===== config.mk =====
export PLATFORM = sky130hd
export DESIGN_NAME = lpfr_ctrl
export DESIGN_NICKNAME = d
export VERILOG_FILES = /design/src/rtl/lpfr_pkg.sv /design/src/rtl/lpfr_ctrl.sv
export SDC_FILE = /design/constraint.sdc
export NUM_CORES = 1
export LEC_CHECK = 0
export BUFFER_PORTS_ARGS = -buffer_cell sky130_fd_sc_hd__clkbuf_2
export CAP_MARGIN = 20
export CORE_AREA = 4 4 41 43
export DETAILED_ROUTE_END_ITERATION = 10
export DIE_AREA = 0 0 45 47
export PLACE_DENSITY = 0.36
export SLEW_MARGIN = 40
export SYNTH_ARGS = -nofsm -noshare
export SYNTH_HDL_FRONTEND = slang
export SYNTH_SLANG_ARGS = --single-unit

===== constraint.sdc =====
create_clock -name clk -period 1.6 [get_ports clk]
set_clock_uncertainty 0.15 [all_clocks]
set_input_delay 0.16 -clock clk [delete_from_list [all_inputs] [get_ports clk]]
set_output_delay 0.16 -clock clk [all_outputs]
set_load 0.02 [all_outputs]

===== src/rtl/lpfr_pkg.sv =====
// Shared types, constants and helper functions for the laser point frame renderer.
// No dependencies; used by lpfr_ctrl, lpfr_dpath and the top level.
`timescale 1ns / 1ps

package lpfr_pkg;

  localparam int MAX_POINTS  = 4096;
  localparam int FRAME_SLOTS = 3;
  localparam int IDX_W       = $clog2(MAX_POINTS);
  localparam int CNT_W       = $clog2(MAX_POINTS + 1);
  localparam int SLOT_W      = 2;
  localparam int ADDR_W      = SLOT_W + IDX_W;
  localparam int STORE_DEPTH = FRAME_SLOTS * MAX_POINTS;

  localparam logic OP_WRITE = 1'b0;
  localparam logic OP_TICK  = 1'b1;

  // DAC command nibbles above the 12-bit code
  localparam logic [3:0] DAC_CMD_A = 4'b1101;
  localparam logic [3:0] DAC_CMD_B = 4'b0101;

  localparam int BLANK_BIT = 6;

  localparam logic [2:0] RGB_OFF   = 3'b000;
  localparam logic [2:0] RGB_R     = 3'b001;
  localparam logic [2:0] RGB_RG    = 3'b011;
  localparam logic [2:0] RGB_G     = 3'b010;
  localparam logic [2:0] RGB_GB    = 3'b110;
  localparam logic [2:0] RGB_B     = 3'b100;
  localparam logic [2:0] RGB_BR    = 3'b101;
  localparam logic [2:0] RGB_WHITE = 3'b111;

  localparam logic [7:0] BAND_R_MAX  = 8'd9;
  localparam logic [7:0] BAND_RG_MAX = 8'd18;
  localparam logic [7:0] BAND_G_MAX  = 8'd27;
  localparam logic [7:0] BAND_GB_MAX = 8'd36;
  localparam logic [7:0] BAND_B_MAX  = 8'd45;
  localparam logic [7:0] BAND_BR_MAX = 8'd54;
  localparam logic [7:0] COLOUR_MAX  = 8'd63;

  localparam logic [11:0] DAC_MID = 12'd2048;

  typedef struct packed {
    logic                    operation;
    logic [IDX_W-1:0]        point_index;
    logic signed [15:0]      pos_x;
    logic signed [15:0]      pos_y;
    logic [7:0]              colour_index;
    logic [7:0]              status_bits;
    logic [CNT_W-1:0]        frame_points;
  } item_t;

  typedef struct packed {
    logic                    point_valid;
    logic [15:0]             dac_word_a;
    logic [15:0]             dac_word_b;
    logic [2:0]              laser_rgb;
    logic [SLOT_W-1:0]       read_slot_out;
  } result_t;

  typedef struct packed {
    logic signed [15:0] x;
    logic signed [15:0] y;
    logic [7:0]         colour;
    logic [7:0]         status;
  } point_t;

  typedef struct packed {
    logic wr;      // store point, update write bookkeeping
    logic rd;      // start point read for a tick
    logic finish;  // frame done: rewind and post result
    logic emit;    // read data ready: post point result
  } cmd_t;

  typedef struct packed {
    logic have_point;
  } status_t;

  // 2048 + v/32, quotient truncated toward zero
  function automatic logic [11:0] scale_code(input logic signed [15:0] v);
    logic signed [10:0] q;
    logic [11:0]        q_ext;
    q = v[15:5];
    if (v[15] && (v[4:0] != 5'd0)) begin
      q = q + 11'sd1;
    end
    q_ext = {q[10], q};
    return q_ext + DAC_MID;
  endfunction

  function automatic logic [2:0] band_channels(input logic [7:0] colour);
    logic [2:0] rgb;
    priority if (colour <= BAND_R_MAX)  rgb = RGB_R;
    else if (colour <= BAND_RG_MAX)     rgb = RGB_RG;
    else if (colour <= BAND_G_MAX)      rgb = RGB_G;
    else if (colour <= BAND_GB_MAX)     rgb = RGB_GB;
    else if (colour <= BAND_B_MAX)      rgb = RGB_B;
    else if (colour <= BAND_BR_MAX)     rgb = RGB_BR;
    else                                rgb = RGB_WHITE;
    return rgb;
  endfunction

endpackage


===== src/rtl/lpfr_ctrl.sv =====
// Controller for the laser point frame renderer: input/output handshake and sequencing.
// Depends on lpfr_pkg; drives commands into lpfr_dpath.
`timescale 1ns / 1ps

module lpfr_ctrl (
  input  logic             clk,
  input  logic             rst,
  input  logic             item_valid,
  output logic             item_stall,
  input  logic             item_op,
  output logic             result_valid,
  input  logic             result_stall,
  input  lpfr_pkg::status_t status,
  output lpfr_pkg::cmd_t    cmd
);

  typedef enum logic [1:0] {
    S_IDLE = 2'b01,
    S_LOAD = 2'b10
  } state_t;

  state_t state, state_next;
  logic   result_valid_next;
  logic   accept;
  logic   is_tick;

  assign is_tick = (item_op == lpfr_pkg::OP_TICK);

  // a tick waits until the previous result has gone out; writes pass unless a point read is loading
  assign item_stall = (state != S_IDLE) || (result_valid && is_tick);
  assign accept     = item_valid && !item_stall;

  always_comb begin
    cmd.wr     = accept && !is_tick;
    cmd.rd     = accept && is_tick && status.have_point;
    cmd.finish = accept && is_tick && !status.have_point;
    cmd.emit   = (state == S_LOAD);
  end

  always_comb begin
    state_next = state;
    unique case (state)
      S_IDLE: if (cmd.rd) state_next = S_LOAD;
      S_LOAD: state_next = S_IDLE;
      default: state_next = S_IDLE;
    endcase
  end

  always_comb begin
    result_valid_next = result_valid;
    if (cmd.finish || cmd.emit) begin
      result_valid_next = 1'b1;
    end else if (result_valid && !result_stall) begin
      result_valid_next = 1'b0;
    end
  end

  always_ff @(posedge clk) begin
    if (rst) begin
      state        <= S_IDLE;
      result_valid <= 1'b0;
    end else begin
      state        <= state_next;
      result_valid <= result_valid_next;
    end
  end

endmodule


# Yosys cells after proc, flatten, opt, wreduce, memory -nomap -nowiden
# Index checks and enable logic that the tools add are counted.
# word_totals
ff_bits,3
input_bits,6
out_inout_bits,6
word_cells,23
# op_classes
eq_ne,3
n_mux,2
n_bitwise,1
n_reduce_logical,15
# ops
cell,n
1-bit logical AND,7
1-bit zero test,4
"2-bit by 1-bit equality test with 1-bit output, second input constant",1
"2-bit equality test, second input constant",1
1-bit logical OR,2
1-bit two-way mux,2
"2-bit by 1-bit inequality test with 1-bit output, second input constant",1
2-bit nonzero test,1
2-bit OR reduction,1
1-bit NOT,1

# Logic depth before layout (Yosys ltp)
# Gate-level depths: netlist (run 1).
# depth
word_depth,8
depth_mapped,3
ltp_nobuf,3

# Least setup slack after synthesis (run 1)
# Ideal clock, no wire load.
# synth_path
path_type,register to output
start,register result_valid
end,output port cmd[1] (netlist bit)
arrival_time_ps,1092
required_ps,1290
slack_ps,198
stages_incl_launch_ff,3
n_path_buf,0
path_cell_list,dfxtp_1 or4_4 inv_1
# synth_lines
item,line_no,rtl
start: declaration,lpfr_ctrl.sv:11,"output logic result_valid,"
start signal: assignment,lpfr_ctrl.sv:64,result_valid <= result_valid_next;
end: declaration,lpfr_ctrl.sv:14,output lpfr_pkg::cmd_t cmd

==> impl_metrics.json, run 1 <==
{
  "status": "finished with violations",
  "failed_checks": "setup timing",
  "pwr_density_cell_nw_per_um2": 842.4,
  "hold_depth": 2,
  "antennaDiodeCount": 0,
  "place_hpwl_um": 334.1,
  "htree_levels": 1,
  "slew_headroom_pct": 87.79,
  "die_w_um": 45,
  "drc": 0,
  "synth_edf_count": 0,
  "reg2reg_depth": 3,
  "synth_area_um2": 153.9,
  "ys_seq_elements": 3,
  "synth_cells": 17,
  "rrSetupSlack_ns": 0.35,
  "cts-root-buf": "clkbuf_4",
  "synth_top_area_cell": "dfxtp_1",
  "min-delay-start": "status",
  "core-area_um2": 1301,
  "start_util_pct": 11.83,
  "grt_pass1_vias": 213,
  "worstPathRequired_ns": 1.29,
  "yosysSeqAreaShare_pct": 39.02,
  "grt_max_degree": 5,
  "finalMaxSlewViolations": 0,
  "hold_violations": 0,
  "crit_type": "flop to primary output",
  "layout-drive-gt1-share_pct": 66.67,
  "grt_pass1_wl_um": 800,
  "gp_congestion": 0.6501,
  "layout.nets": 43,
  "hold_ws_ns": 0.05741,
  "finalCritPeriodShare_pct": 100.3,
  "wl_met2_um": 181,
  "numCtsBuffers": 3,
  "rsz0062_at_grt": "true",
  "overflow": 0,
  "fmax_mhz": 622.9,
  "period_minus_slack_ns": 1.605,
  "reg2reg_from": "state[1]$_SDFFE_PP0P_",
  "drt_iter0_drc": 3,
  "drv_cap": 0,
  "syn_avg_cell_area_um2": 9.053,
  "finalWirelength_um": 443,
  "final_antenna_net_count": 0,
  "maxUsedRoutingLayer": "met3",
  "vias": 191,
  "grt_usage_pct": 5.915,
  "worstPathArrival_ns": 1.30,
  "synthArstFlopShare_pct": 0,
  "setup_violations": 1,
  "cts_sinks": 3,
  "hold_path.class": "primary input to flop",
  "worst_slack_ns": -0.005282,
  "synth_common_cells": "3 x dfxtp_1, 2 x a21oi_1",
  "met1_length_um": 216,
  "syn_nets": 23,
  "syn_to_final_growth_pct": 100.8,
  "synthDistinctLibCells": 14,
  "antenna_found_initial": 0,
  "drt_pre_antenna_iters": 4,
  "cts_buffer_depth": 2,
  "die_area_um2": 2115,
  "port_buffers": 11,
  "yosys_warnings": 0,
  "leakagePower_nw": 0.1631,
  "start_kind": "flop",
  "synth_top_cell_area_share_pct": 39.02,
  "ys.flop_type": "dfxtp_1",
  "wl_met3_um": 45,
  "path_clk_slew_ns": 0.04,
  "die_h_um": 47,
  "viasPerCell": 3.745,
  "r2r-end": "result_valid$_SDFFE_PP0P_",
  "crit_fanout": 4,
  "cts_tree": "yes",
  "yosysMostFrequentCell": "dfxtp_1",
  "wire_per_inst_um": 8.686,
  "ir_drop_mv": 0.2866,
  "core.rowCount": 13,
  "critPathCaptureType": "primary output",
  "fin_tns_setup_ns": -0.005282,
  "hold_path_end": "state[1]$_SDFFE_PP0P_",
  "clk_latency_ns": 0.23,
  "tightest_slew_ns": 0.1821,
  "io_pins": 12,
  "netlist_top_cells_area": "dfxtp_1 39%, nand2b_4 8.9%, or4_4 7.3%"
}
-- critical path, stage by stage (launching register included) --
cell,delay (ns)
dfxtp_2,0.31
nand2b_4,0.15
or4_4,0.44
inv_4,0.07
buf_8,0.10
-- how the worst max path moves through the flow --
stage	from	endpoint	slack, ns	cells after the start
after floorplan	result_valid$_SDFFE_PP0P_	cmd[1]	0.20	2
after global placement	state[1]$_SDFFE_PP0P_	cmd[1]	0.13	4
after detailed placement	state[1]$_SDFFE_PP0P_	cmd[1]	0.13	4
after CTS	state[1]$_SDFFE_PP0P_	cmd[1]	-0.02	4
after global routing	state[1]$_SDFFE_PP0P_	cmd[1]	-0.05	4
final	state[1]$_SDFFE_PP0P_	cmd[1]	-0.005	4
-- cells in the final DEF, fill, tap and decap left out --
cell type / Yosys / final
clkbuf_2: 0 / 10
clkbuf_4: 0 / 3
a21oi_1: 2 / 2
dlygate4sd3_1: 0 / 2
buf_4: 0 / 2
dfxtp_2: 0 / 2
nand2b_4: 1 / 1
nand2_1: 1 / 1
nor3_2: 0 / 1
and2_1: 1 / 1
a21o_2: 1 / 1
or4_4: 1 / 1
inv_4: 0 / 1
and2b_2: 1 / 1
nor3b_1: 1 / 1
nor2_1: 1 / 1
nand3_1: 1 / 1
and3_1: 1 / 1
clkbuf_1: 0 / 1
buf_8: 0 / 1
dfxtp_1: 3 / 1
-- per-stage QoR --
stage                     cells  power (W)  area (um^2)  setup WS, ns  util, %
after floorplan              17  0.0001028        153.9        0.1978        -
after detailed placement     43  0.0001187        227.7        0.1254    17.50
after global placement       43  0.0001191        227.7        0.1347    17.50
final                        51  0.0002603        309.0     -0.005282    23.75
after global routing         51  0.0002788        309.0      -0.04732    23.75
after CTS                    51  0.0002632        299.0      -0.02151    22.98
-- where the power goes --
| group | switching (W) | total [W] | internal (W) |
|---|---|---|---|
| registers | 0.00000219 | 0.0000802 | 0.0000780 |
| clock network | 0.0000376 | 0.000131 | 0.0000934 |
| logic | 0.0000239 | 0.0000491 | 0.0000252 |
-- cell type report --
cell class	count	area (um^2)
fillers	158	992.2
repair buffers	15	100.1
multi-input cells	13	95.09
flip-flops and latches	3	62.56
clock buffers	4	26.28
well taps	15	18.77
inverters	1	6.256
-- logic make-up after synthesis --
logic type             count (synthesis)  synth area share [%]
buffers and inverters                  1                 2.437
AOI/OAI and AO/OA                      3                 12.20
and+or+nand+nor                       10                 46.34
DFF                                    3                 39.03
-- state kept, by name, indices dropped and copies added, names as in the netlist --
signal	cells
state	2
result_valid	1
-- timing repair --
action / 4_1_cts / 5_1_grt
setup endpoints to repair: 1 / 2
endpoints found under the hold margin: 2 / 0
setup buffers: 2 / 0
pin swaps: 1 / 0
gates resized for setup: 4 / 4
hold buffers: 2 / 0
-- metal layers --
layer / track usage [%] / vias up
met4: 8.772 / 0
li1: - / 99
met3: 2.299 / 0
met2: 7.062 / 11
met1: 6.561 / 81
met5: 0 / -
Power figures use the tool's default switching activity.
==> inputs of run 2 (changes only) <==
--- a/config.mk
+++ b/config.mk
@@ -7,4 +7,2 @@
 export LEC_CHECK = 0
-export BUFFER_PORTS_ARGS = -buffer_cell sky130_fd_sc_hd__clkbuf_2
-export CAP_MARGIN = 20
 export CORE_AREA = 4 4 41 43
@@ -12,3 +10,4 @@
 export DIE_AREA = 0 0 45 47
-export PLACE_DENSITY = 0.36
+export DONT_BUFFER_PORTS = 1
+export PLACE_DENSITY = 0.3
 export SLEW_MARGIN = 40
==> constraint.sdc (replaced) <==
create_clock -name clk -period 1.6 [get_ports clk]
set_clock_uncertainty 0.15 [all_clocks]
set_input_delay 0.24 -clock clk [delete_from_list [all_inputs] [get_ports clk]]
set_output_delay 0.24 -clock clk [all_outputs]
set_load 0.02 [all_outputs]
==> run 2 against run 1 <==
Effect of this change:
- global-route usage fell by 0.47 points
- core utilization is 4.0 points lower
- setup slack worse by 0.058 ns
- combinational power down 22%
- sequential share of layout area up 3.2 points
- design area down 17%
- via count fell by 15%
- clock-buffer cell count unchanged
- die area unchanged
- hold slack got worse by 0.047 ns
- largest power group unchanged
- critical path type unchanged
- power down 3.7%
- sequential cell count is the same
- the flow still finishes with violations (setup timing)
==> impl_metrics.json, run 2 (synthesis gave the netlist of run 1 again) <==
{
  "period_minus_slack_ns": 1.663,
  "drc": 0,
  "grt_max_degree": 6,
  "failed_checks": "setup timing",
  "pwr_density_cell_nw_per_um2": 977.0,
  "finalCritPeriodShare_pct": 104.0,
  "p_comb_share_pct": 15.3,
  "switching_share_pct": 24.39,
  "crit_type": "flop to primary output",
  "core.rowCount": 13,
  "grt_pass1_vias": 173,
  "power.switching_w": 0.00006111,
  "utilization_pct": 19.71,
  "viasPerCell": 3.976,
  "die_h_um": 47,
  "rsz0062_at_grt": "true",
  "place_hpwl_um": 339,
  "cp-endpoint": "cmd[1]",
  "numCtsBuffers": 3,
  "place_ws_ns": 0.1153,
  "hold_path.class": "primary input to flop",
  "antenna_found_initial": 0,
  "cts_buffer_depth": 2,
  "critPathLaunch": "state[1]$_SDFFE_PP0P_",
  "cts_sinks": 3,
  "start_util_pct": 11.83,
  "slew_headroom_pct": 86.52,
  "setup_violations": 1,
  "path_clk_slew_ns": 0.03,
  "crit_fanout": 4,
  "status": "finished with violations",
  "die_area_um2": 2115,
  "r2r-end": "result_valid$_SDFFE_PP0P_",
  "drt_iter0_drc": 1,
  "critPathCaptureType": "primary output",
  "cts-root-buf": "clkbuf_4",
  "wire_per_inst_um": 10.73,
  "min-delay-start": "status",
  "largest_register": "state",
  "fin_tns_setup_ns": -0.06338,
  "final_cell_area_um2": 256.5,
  "die_w_um": 45,
  "final_cell_mix": "3 x clkbuf_4, 3 x buf_4, 3 x dfxtp_1",
  "reg2reg_from": "state[1]$_SDFFE_PP0P_",
  "hold_ws_ns": 0.01034,
  "intPower_w": 0.0001895,
  "fillers": 162,
  "rrSetupSlack_ns": 0.29,
  "place_area_um2": 187.7,
  "drv_cap": 0,
  "core-area_um2": 1301,
  "port_buffers": 0,
  "cts_tree": "yes",
  "finalMaxSlewViolations": 0,
  "htree_levels": 1,
  "fmax_mhz": 601.2,
  "hold_violations": 0,
  "grt_pass1_wl_um": 731,
  "p_clk_share_pct": 53.0,
  "syn_to_final_growth_pct": 66.67,
  "final_antenna_net_count": 0,
  "largest_reg_flops": 2,
  "worstPathRequired_ns": 1.21,
  "reg_top3": "state x2, result_valid x1",
  "vias": 163,
  "gp_congestion": 0.6536,
  "antennaDiodeCount": 0,
  "leakagePower_nw": 0.1211,
  "layout.nets": 33,
  "ir_drop_mv": 0.3983,
  "layout-drive-gt1-share_pct": 53.85,
  "p_seq_share_pct": 31.7,
  "start_kind": "flop",
  "tightest_slew_ns": 0.2011,
  "clk_latency_ns": 0.23,
  "drt_pre_antenna_iters": 2,
  "overflow": 0,
  "reg2reg_depth": 3,
  "worstPathArrival_ns": 1.27,
  "io_pins": 12,
  "grt_usage_pct": 5.446,
  "finalWirelength_um": 440,
  "worst_slack_ns": -0.06338
}
[run 2: changes by cell type in the layout (fill, tap and decap cells not counted), sizes merged]
cell | before | now
clkbuf | 14 | 4
[run 2: power groups by stage]
stage | Sequential (W) | Combinational (W) | Clock [W]
4_1_cts | 0.0000795 | 0.0000344 | 0.000139
3_3_place_gp | 0.0000805 | 0.0000286 | 0
3_5_place_dp | 0.0000805 | 0.0000287 | 0
5_1_grt | 0.0000797 | 0.0000407 | 0.000151
2_1_floorplan | 0.0000819 | 0.0000209 | 0
6_report | 0.0000794 | 0.0000384 | 0.000133
[run 2: cell type report]
type	count	area, um^2	share of cell area [%]
clock buffer	4	26.28	10.24
inverter	1	6.256	2.439
multi-input combinational	13	102.6	40.00
sequential	3	60.06	23.41
tap	15	18.77	7.317
timing repair buffer	5	42.54	16.59
[run 2: what timing repair did]
action | CTS | global route
resized for setup | 3 | 3
endpoints found under the hold margin | 2 | 0
buffers inserted | 0 | 1
cloned | 0 | 0
endpoints found under the setup margin | 2 | 2
pin swaps | 0 | 1
hold buffers | 2 | 0
[run 2: how the worst min path moves through the flow]
stage,endpoint,slack [ns],depth (start not counted)
CTS,state[1]$_SDFFE_PP0P_,0.008,1
finish,state[1]$_SDFFE_PP0P_,0.01,1
global placement,result_valid$_SDFFE_PP0P_,0.16,1
floorplan,result_valid$_SDFFE_PP0P_,0.16,1
global route,state[1]$_SDFFE_PP0P_,0.003,1
detailed placement,result_valid$_SDFFE_PP0P_,0.16,1
[run 2: critical path: stages (launching register included)]
cell	delay (ns)
dfxtp_1	0.30
nand2b_4	0.15
or4_4	0.50
inv_4	0.10
[run 2: metal layers]
metal  GRT usage [%]  share of wire, %  up-vias
met4           3.509               1.6        0
met2           8.475                50        8
met5               0                 0        -
met3           6.513                15        2
met1           3.628                33       76
li1                -                 -       77
[run 2: stage by stage]
step / total power [W] / instances
detailed placement: 0.0001092 / 34
global route: 0.0002716 / 41
global placement: 0.0001091 / 34
floorplan: 0.0001028 / 17
CTS: 0.0002534 / 40
finish: 0.0002506 / 41
==> inputs of run 3 (changes only) <==
clock period = 1.8 ns   (was 1.6 ns; I/O delays follow)
==> run 3 against run 2 <==
Effect of this change:
- the flow now finishes without violations
- routed wire length shrank 5.0%
- first-iteration DRC count is the same
- clock-buffer cell count is the same
- highest routed layer unchanged
- sequential power shrank 11%
- design area shrank 8.8%
- final cell count shrank 2.4%
- combinational power shrank 25%
- hold slack gained 0.0097 ns
- non-clock buffer count shrank 1
- critical endpoint is now cmd[2]
- setup slack gained 0.16 ns
- sequential share of layout area grew 2.3 points
==> impl_metrics.json, run 3 (synthesis gave the netlist of run 1 again) <==
{
  "status": "finished clean",
  "pwr_density_cell_nw_per_um2": 929.5,
  "htree_levels": 1,
  "die_area_um2": 2115,
  "start_util_pct": 11.83,
  "reg_top3": "state x2, result_valid x1",
  "cts_sinks": 3,
  "grt_usage_pct": 5.051,
  "fin_tns_setup_ns": 0,
  "io_pins": 12,
  "crit_slowest_cell": "dfxtp_1",
  "cp_top_family": "simple AND/OR/NAND/NOR gates",
  "final_antenna_net_count": 0,
  "clk_latency_ns": 0.23,
  "cp_slowest_stage_delay_ns": 0.32,
  "grt_pass1_vias": 154,
  "die_w_um": 45,
  "overflow": 0,
  "largest_reg_flops": 2,
  "worstPathRequired_ns": 1.38,
  "core-area_um2": 1301,
  "cts_setup_buffers": 0,
  "final_cell_mix": "3 x clkbuf_4, 3 x dfxtp_1, 2 x a21oi_1, 2 x dlygate4sd3_1, 2 x buf_4",
  "worstPathArrival_ns": 1.29,
  "period_minus_slack_ns": 1.706,
  "final_cell_area_um2": 234.0,
  "drc": 0,
  "cts_tree": "yes",
  "slew_headroom_pct": 81.70,
  "path_cells": "buf_4 -> nor3_1 -> and2_1",
  "cts_buffer_depth": 2,
  "core.rowCount": 13,
  "numCtsBuffers": 3,
  "crit_fanout": 3,
  "path_clk_slew_ns": 0.04,
  "worst_slack_ns": 0.09354,
  "critPathCaptureType": "primary output",
  "syn_to_final_growth_pct": 52.03,
  "viasPerCell": 3.900,
  "setup_violations": 0,
  "antenna_found_initial": 0,
  "tightest_slew_ns": 0.2724,
  "wire_per_inst_um": 10.45,
  "antennaDiodeCount": 0,
  "finalCritPeriodShare_pct": 94.80,
  "rsz0062_at_grt": "false",
  "vias": 156,
  "layout.nets": 32,
  "cts-root-buf": "clkbuf_4",
  "path_buf_inv": 1,
  "drt_pre_antenna_iters": 2,
  "port_buffers": 0,
  "drt_iter0_drc": 1,
  "place_ws_ns": 0.2880,
  "leakagePower_nw": 0.1087,
  "fmax_mhz": 586.0,
  "start_kind": "flop",
  "finalWirelength_um": 418,
  "largest_register": "state",
  "hold_path.class": "primary input to flop",
  "drv_cap": 0,
  "layout-drive-gt1-share_pct": 40.00,
  "gp_congestion": 0.6694,
  "grt_pass1_wl_um": 676,
  "die_h_um": 47,
  "grt_max_degree": 6,
  "place_area_um2": 187.7,
  "hold_violations": 0,
  "ir_drop_mv": 0.3602,
  "finalMaxSlewViolations": 0,
  "crit_type": "flop to primary output"
}
[run 3: cell count changes in the layout (fill, tap and decap cells not counted), sizes merged]
cell,before,now
buf,3,2
[run 3: worst register-to-register path, delay by kind of cell, from the launching register on]
kind / cells / cell delay [ns]
simple gates: 2 / 0.64
flops: 1 / 0.30
compound gates: 1 / 0.14
[run 3: metal layers]
metal,track usage (%),wire [um]
met5,0,0
met4,3.509,7
met2,7.345,197
met3,6.130,55
met1,3.628,158
[run 3: repair_timing]
action | 4_1_cts | 5_1_grt
hold buffers | 2 | 0
endpoints found under the setup margin | 0 | 1
endpoints found under the hold margin | 2 | 0
gates resized for setup | 0 | 1
[run 3: stage by stage]
stage                      power [W]  instances  utilization [%]  hold WS, ns
final                      0.0002175         40            17.98      0.02007
after global routing       0.0002338         40            17.98      0.01943
after CTS                  0.0002223         40            17.98      0.01814
after detailed placement  0.00009709         34            14.42       0.1943
after global placement    0.00009710         34            14.42       0.1949
after floorplan           0.00009136         17                -       0.1891
[run 3: cell type report]
| cell class | instances | area, um^2 |
|---|---|---|
| fill | 156 | 1067 |
| multi-input combinational | 13 | 90.09 |
| sequential | 3 | 60.06 |
| timing repair buffer | 4 | 35.03 |
| clock buffer | 4 | 26.28 |
| tap | 15 | 18.77 |
| inverter | 1 | 3.754 |
[run 3: power by group]
group	internal (W)	switching, W	total [W]
combinational	0.0000131	0.0000158	0.0000289
sequential	0.0000691	0.00000149	0.0000706
clock	0.0000831	0.0000349	0.000118
total	0.000165	0.0000522	0.000217
[run 3: worst paths after layout]
check                            start                         to  slack [ns]  cells after the start
min                                rst      state[0]$_SDFFE_PP1P_        0.02                      2
max reg2reg      state[1]$_SDFFE_PP0P_  result_valid$_SDFFE_PP0P_        0.51                      3
min reg2reg      state[0]$_SDFFE_PP1P_      state[0]$_SDFFE_PP1P_        0.41                      3
max          result_valid$_SDFFE_PP0P_                     cmd[2]        0.09                      3
